[src/design/prt_pkg.sv]
// prt_pkg: shared types and constants for the prescaled reload down timer
// used by prt_core and prescaled_reload_down_timer; no dependencies
`default_nettype none

package prt_pkg;

	typedef enum logic [2:0] {
		KIND_READ_COUNT   = 3'd0,
		KIND_READ_ENABLE  = 3'd1,
		KIND_WRITE_RELOAD = 3'd2,
		KIND_WRITE_ENABLE = 3'd3,
		KIND_ADVANCE      = 3'd4
	} kind_t;

	localparam logic [11:0] PERIOD_RESET = 12'd3072;
	localparam logic [15:0] LEFT_RESET   = 16'd3072;
	localparam logic [6:0]  UFLOW_COUNT  = 7'h7F;
	localparam logic signed [17:0] SAT_LOW = -18'sd32768;

	typedef struct packed {
		logic [2:0]  kind;
		logic [7:0]  write_data;
		logic [7:0]  bus_latch;
		logic [11:0] cycle_count;
	} item_t;

	typedef struct packed {
		logic [7:0] read_data;
		logic       irq;
	} result_t;

endpackage

`default_nettype wire

[src/design/prt_core.sv]
// prt_core: timer state, prescale period register and the per-item update
// depends on prt_pkg
`default_nettype none

module prt_core
	import prt_pkg::*;
(
	input  wire logic        clk,
	input  wire logic        arst_n,
	input  wire logic        cfg_we,
	input  wire logic [11:0] cfg_wdata,
	input  wire logic        step_en,
	input  wire item_t       item,
	output result_t          res
);

	logic [11:0]        period_q;
	logic [6:0]         count_q;
	logic [6:0]         reload_q;
	logic               enable_q;
	logic               uflow_q;
	logic signed [15:0] left_q;

	logic [6:0]         count_d;
	logic [6:0]         reload_d;
	logic               enable_d;
	logic               uflow_d;
	logic signed [15:0] left_d;

	logic signed [17:0] left_ext;
	logic signed [17:0] cyc_ext;
	logic signed [17:0] cyc_adj;
	logic signed [17:0] base;
	logic signed [17:0] diff;
	logic               tick;

	always_comb begin
		count_d   = count_q;
		reload_d  = reload_q;
		enable_d  = enable_q;
		uflow_d   = uflow_q;
		left_d    = left_q;
		res.read_data = item.bus_latch;
		res.irq   = 1'b0;
		left_ext  = {{2{left_q[15]}}, left_q};
		cyc_ext   = {6'd0, item.cycle_count};
		cyc_adj   = cyc_ext;
		base      = left_ext;
		tick      = 1'b0;
		diff      = '0;
		case (item.kind)
			KIND_READ_COUNT: begin
				if (uflow_q) begin
					uflow_d = 1'b0;
					res.read_data = {item.bus_latch[7], UFLOW_COUNT};
				end else begin
					res.read_data = {item.bus_latch[7], count_q};
				end
			end
			KIND_READ_ENABLE: begin
				res.read_data = {item.bus_latch[7:1], enable_q};
			end
			KIND_WRITE_RELOAD: begin
				res.read_data = item.write_data;
				reload_d = item.write_data[6:0];
			end
			KIND_WRITE_ENABLE: begin
				res.read_data = item.write_data;
				if (!enable_q)
					count_d = reload_q;
				enable_d = item.write_data[0];
			end
			KIND_ADVANCE: begin
				if (left_ext < cyc_ext) begin
					// a zero remainder does not shorten the elapsed cycles
					if (left_q != '0)
						cyc_adj = cyc_ext - left_ext;
					base = {6'd0, period_q};
					tick = 1'b1;
				end
				diff = base - cyc_adj;
				if (diff < SAT_LOW)
					left_d = SAT_LOW[15:0];
				else
					left_d = diff[15:0];
				if (tick && enable_q) begin
					if (count_q == '0) begin
						uflow_d = 1'b1;
						count_d = reload_q;
						res.irq = 1'b1;
					end else begin
						count_d = count_q - 7'd1;
					end
				end
			end
			default: begin
			end
		endcase
	end

	always_ff @(posedge clk or negedge arst_n) begin
		if (!arst_n) begin
			period_q <= PERIOD_RESET;
			count_q  <= '0;
			reload_q <= '0;
			enable_q <= 1'b0;
			uflow_q  <= 1'b0;
			left_q   <= LEFT_RESET;
		end else begin
			if (cfg_we)
				period_q <= cfg_wdata;
			if (step_en) begin
				count_q  <= count_d;
				reload_q <= reload_d;
				enable_q <= enable_d;
				uflow_q  <= uflow_d;
				left_q   <= left_d;
			end
		end
	end

	a_irq_only_advance: assert property (@(posedge clk) disable iff (!arst_n)
		step_en && res.irq |-> item.kind == KIND_ADVANCE)
		else $error("irq raised by a bus access");

	a_irq_reloads: assert property (@(posedge clk) disable iff (!arst_n)
		step_en && res.irq |=> count_q == $past(reload_q))
		else $error("underflow did not reload the counter");

	a_irq_arms_flag: assert property (@(posedge clk) disable iff (!arst_n)
		step_en && res.irq |=> uflow_q)
		else $error("underflow did not arm the read flag");

	a_hold_when_idle: assert property (@(posedge clk) disable iff (!arst_n)
		!step_en |=> count_q == $past(count_q) && left_q == $past(left_q))
		else $error("timer state moved without an item");

endmodule

`default_nettype wire

[src/design/prescaled_reload_down_timer.sv]
// prescaled_reload_down_timer: a 7-bit down timer with reload, enable,
// cycle prescaler and underflow interrupt, as bus accesses and advances.
// Channels: input item on s_t*, result on m_t*, one result per item.
//   s_tuser: kind. s_tdata: write_data, bus_latch, cycle_count (low first).
//   m_tdata: read_data, irq (low first).
// Config: cfg_we/cfg_wdata load the prescale period (cycles between ticks)
//   and do not touch the running prescale count; write only while idle.
// Pipeline: an accepted item is registered in the input register, then
//   processed into the output register once that is free, and m_tvalid
//   rises with the result held there until it is taken.
// Throughput: one item per clock while m_tready is high; the state update is
//   a single pass of logic between the input and result registers.
// Reset (arst_n low): counter, reload, enable and underflow flag clear,
//   period and prescale count return to 3072, both registers empty.
// Stall: while m_tready is low the result holds, the input register keeps
//   one more item, and s_tready drops once both are full.
`default_nettype none

module prescaled_reload_down_timer
	import prt_pkg::*;
(
	input  wire logic        clk,
	input  wire logic        arst_n,
	input  wire logic        cfg_we,
	input  wire logic [11:0] cfg_wdata,
	input  wire logic        s_tvalid,
	output logic             s_tready,
	input  wire logic [31:0] s_tdata,  // write_data[7:0], bus_latch[15:8], cycle_count[27:16]
	input  wire logic [2:0]  s_tuser,  // kind[2:0]
	output logic             m_tvalid,
	input  wire logic        m_tready,
	output logic [15:0]      m_tdata   // read_data[7:0], irq[8]
);

	logic    s1_valid_q;
	item_t   item_s1;
	logic    out_valid_q;
	result_t out_q;
	result_t res;
	logic    out_free;
	logic    step_en;

	assign out_free = !out_valid_q || m_tready;
	assign step_en  = s1_valid_q && out_free;
	assign s_tready = !s1_valid_q || step_en;

	prt_core u_core (
		.clk       (clk),
		.arst_n    (arst_n),
		.cfg_we    (cfg_we),
		.cfg_wdata (cfg_wdata),
		.step_en   (step_en),
		.item      (item_s1),
		.res       (res)
	);

	always_ff @(posedge clk or negedge arst_n) begin
		if (!arst_n) begin
			s1_valid_q  <= 1'b0;
			out_valid_q <= 1'b0;
		end else begin
			if (s_tready)
				s1_valid_q <= s_tvalid;
			if (out_free)
				out_valid_q <= s1_valid_q;
		end
	end

	always_ff @(posedge clk) begin
		if (s_tvalid && s_tready) begin
			item_s1.kind        <= s_tuser;
			item_s1.write_data  <= s_tdata[7:0];
			item_s1.bus_latch   <= s_tdata[15:8];
			item_s1.cycle_count <= s_tdata[27:16];
		end
		if (step_en)
			out_q <= res;
	end

	assign m_tvalid = out_valid_q;
	assign m_tdata  = {7'd0, out_q.irq, out_q.read_data};

	a_stalled_item_kept: assert property (@(posedge clk) disable iff (!arst_n)
		s1_valid_q && !out_free |=> s1_valid_q)
		else $error("input register dropped an item during a stall");

	a_empty_accepts: assert property (@(posedge clk) disable iff (!arst_n)
		!s1_valid_q |-> s_tready)
		else $error("input refused with an empty input register");

	a_step_fills_output: assert property (@(posedge clk) disable iff (!arst_n)
		step_en |=> out_valid_q)
		else $error("processed item did not reach the output register");

endmodule

`default_nettype wire
[config.mk]
export PLATFORM = sky130hd
export DESIGN_NAME = prescaled_reload_down_timer
export DESIGN_NICKNAME = d
export VERILOG_FILES = /design/src/design/prt_pkg.sv /design/src/design/prt_core.sv /design/src/design/prescaled_reload_down_timer.sv
export SDC_FILE = /design/constraint.sdc
export NUM_CORES = 1
export LEC_CHECK = 0
export ABC_AREA = 1
export BUFFER_PORTS_ARGS = -buffer_cell sky130_fd_sc_hd__buf_4
export CORE_MARGIN = 2
export CORE_UTILIZATION = 55
export CTS_CLUSTER_DIAMETER = 120
export CTS_CLUSTER_SIZE = 40
export DETAILED_ROUTE_END_ITERATION = 12
export HOLD_SLACK_MARGIN = 0.02
export PLACE_DENSITY = 0.76
export SLEW_MARGIN = 5
export SYNTH_ARGS = -nofsm -noshare
export SYNTH_HDL_FRONTEND = slang
export SYNTH_HIERARCHICAL = 1
export SYNTH_SLANG_ARGS = --single-unit
[constraint.sdc]
create_clock -name clk -period 5.6 [get_ports clk]
set_input_delay 0.28 -clock clk [delete_from_list [all_inputs] [get_ports clk]]
set_output_delay 0.28 -clock clk [all_outputs]
set_load 0.02 [all_outputs]
==> impl_metrics.py <==
metrics = {
    "global_routing": {
        "antenna_found_initial": 0,
        "grt_pass1_wl_mm": 19.9,
        "track_usage_pct": 23.1,
        "grt_overflow": 0,
        "grt_pass1_vias": 4477,
        "grt_max_degree": 47,
    },
    "layout": {
        "drive_gt1_share_pct": 16.6,
        "num_antenna_cells": 0,
        "final_cell_mix": "nand2_1 (174), inv_1 (82), o21ai_0 (72)",
        "finalInstanceArea_sq_mm": 0.00616,
        "syn2layout_area_growth_pct": 13.0,
        "nFillCells": 835,
        "nets": 805,
        "mostFrequentLayoutCell": "nand2_1",
    },
    "sta": {
        "rsz0062_at_grt": "false",
        "finalCriticalPeriod_ns": 5.00,
        "maxSlewHeadroom_pct": 20.6,
        "final-setup-viol-count": 0,
        "fin_crit_sh_pct": 89.3,
        "finalClockSkew_ns": 0.0126,
        "maxSlewViolCount": 0,
        "tightest_slew_ns": 1.19,
        "fmax_mhz": 200,
        "tns_ns": 0,
        "hold_violations": 0,
    },
    "pwr": {
        "pwr-share-comb_pct": 63.0,
        "p_total_w": 0.00370,
        "p_clk_share_pct": 11.9,
        "sw_frac_of_total_pct": 50.5,
        "vdd_drop_max_mv": 0.313,
        "leakagePower_nw": 2.90,
        "seqPwrFrac_pct": 25.1,
        "intPower_w": 0.00183,
        "power_switching_w": 0.00187,
        "power.density_mw_per_mm2": 600,
    },
    "placement": {
        "io_buffers": 58,
        "dp.final_hpwl_mm": 8.89,
        "routabilityCongestion": 0.913,
        "place_area_sq_mm": 0.00595,
    },
    "clock_tree": {
        "post_cts_buffers": 0,
        "insertion_delay_ns": 0.37,
        "clk_path_buf_depth": 2,
        "cts_max_level": 3,
        "cts_tree": "yes",
        "clk_pin_slew_ns": 0.09,
        "numClockSinks": 86,
        "cts_buffers": 9,
        "cts_root_buf": "clkbuf_8",
    },
    "drt": {
        "first_pass_iters": 5,
        "wire_per_inst_microns": 13.6,
        "viasPerCell": 5.26,
        "finalWirelength_mm": 11.7,
        "drc_errors": 0,
        "drtIter0Drc": 217,
        "ant_nets": 0,
        "num_vias": 4534,
    },
    "setup_path": {
        "crit_path_max_fanout": 25,
        "required_ns": 5.85,
        "crit_path_max_incr_delay_ns": 0.56,
        "crit_path_frequent_cell": "nand2_1",
        "crit_slowest_cell": "dfstp_2",
        "arrival_ns": 5.26,
        "crit_type": "reg2reg",
        "worstSetupStartpointType": "flip-flop",
        "end_kind": "flip-flop",
    },
    "die": {
        "start_util_pct": 56.3,
        "die_h_microns": 104,
        "row_count": 36,
        "core_sq_mm": 0.00968,
        "ios": 70,
        "die_w_microns": 104,
        "die-area_sq_mm": 0.0107,
    },
    "synthesis": {
        "ys_types": 46,
        "synth-compound-area-share_pct": 13.4,
        "synth_top_family_by_area": "simple AND/OR/NAND/NOR gates",
        "synthXorXnorAreaFrac_pct": 2.25,
        "synth_warnings": 6,
        "synth.avg_cell_area_sq_um": 8.16,
        "yosysSeqAreaShare_pct": 43.2,
        "ys_seq_elements": 86,
        "yosys.area_share.simple_pct": 25.1,
        "syn-cell-area_sq_mm": 0.00545,
        "muxShareOfSynthArea_pct": 0.390,
        "ys.flop_type": "dfrtp_1",
        "synth_edf_count": 40,
        "synth-adder-area-share_pct": 6.93,
        "synthCells": 668,
        "async_reset_ff_share_pct": 53.5,
    },
    "run_status": {
        "status": "complete, no violations",
    },
    "hold_path": {
        "hp-class": "in2reg",
    },
    "job": {
        "drv_cap": 0,
    },
}
[Yosys cell counts, types with 10 or more instances]
cell type / instances / area (sq um)
nand3_1: 22 / 110
nand3_2: 15 / 150
o21ai_0: 72 / 360
ha_1: 27 / 338
dfrtp_1: 42 / 1050
nand2_1: 174 / 653
edfxtp_1: 40 / 1200
a21oi_1: 30 / 150
nor2_1: 51 / 191
clkbuf_1: 10 / 37.5
inv_1: 82 / 308
[registers in the layout (all words and copies together), names as in the netlist]
name	count
item_s1	31
u_core/left_q	16
u_core/period_q	12
m_tdata	9
u_core/count_q	7
u_core/reload_q	7
m_tvalid	1
s1_valid_q	1
u_core/enable_q	1
u_core/uflow_q	1
[cells by family (layout without fill, tap and decap cells)]
family,count (synthesis),after routing
muxes,2,2
other,1,7
xor gates and xnor gates,14,14
DFF,86,86
buffers and inverters,109,164
AOI/OAI and AO/OA,130,130
adders and majority gates,29,29
and+or+nand+nor,297,297
[layer usage]
metal | vias up | track usage, % | share of wire (%)
li1 | 2308 | - | -
met1 | 2081 | 28.0 | 44
met2 | 122 | 41.0 | 49
met3 | 23 | 4.59 | 4.5
met4 | 0 | 7.82 | 2.0
met5 | - | 0 | 0
[worst max-delay path, delay by kind of cell, from the launching register on]
family	cells	cell delay, ns
buf+inv	3	0.37
fa+ha+maj	4	1.33
flops	1	0.56
simple gates	17	2.06
compound gates	4	0.57
[final timing paths]
kind                       slack (ns)                 end  cells past startpoint               start
setup / recovery                 0.60    u_core/left_q[0]                     28   u_core/left_q[10]
hold / removal                   0.08          item_s1[8]                      1         s_tdata[24]
setup reg to reg                 0.60    u_core/left_q[0]                     28   u_core/left_q[10]
hold reg to reg                  0.49  u_core/reload_q[1]                      2  u_core/reload_q[1]
max in group asynchronous        4.73   u_core/left_q[15]                      2              arst_n
min in group asynchronous        0.45          s1_valid_q                      2              arst_n
[through the flow]
stage	util [%]	hold WS, ns	std cells	setup WS (ns)
floorplan	-	-0.0156	674	1.07
CTS	63.6	0.0653	862	0.622
finish	63.6	0.0824	862	0.597
global route	63.6	0.0566	862	0.155
global placement	61.5	0.321	845	0.734
detailed placement	61.5	0.328	845	0.659
[power by group through the flow]
stage          sequential (W)  combinational, W  clock [W]
5_1_grt              0.000949           0.00264   0.000483
2_1_floorplan        0.000892           0.00190          0
4_1_cts              0.000926           0.00232   0.000453
6_report             0.000929           0.00233   0.000440
3_5_place_dp         0.000936           0.00231          0
3_3_place_gp         0.000932           0.00224          0
[repair_timing]
action | CTS | global route
endpoints found under the hold margin | 42 | 0
gates resized for setup | 0 | 0
hold buffers | 1 | 0
[area by class of cell]
type / instances / area (sq um) / area share (%)
Clock buffer: 9 / 124 / 2.01
Timing Repair Buffer: 63 / 475 / 7.72
Clock inverter: 7 / 72.6 / 1.18
Inverter: 85 / 319 / 5.18
Tap cell: 133 / 166 / 2.70
Multi-Input combinational cell: 479 / 2650 / 43.0
Sequential cell: 86 / 2360 / 38.3
Note: power is estimated with default switching activity, not from simulation.
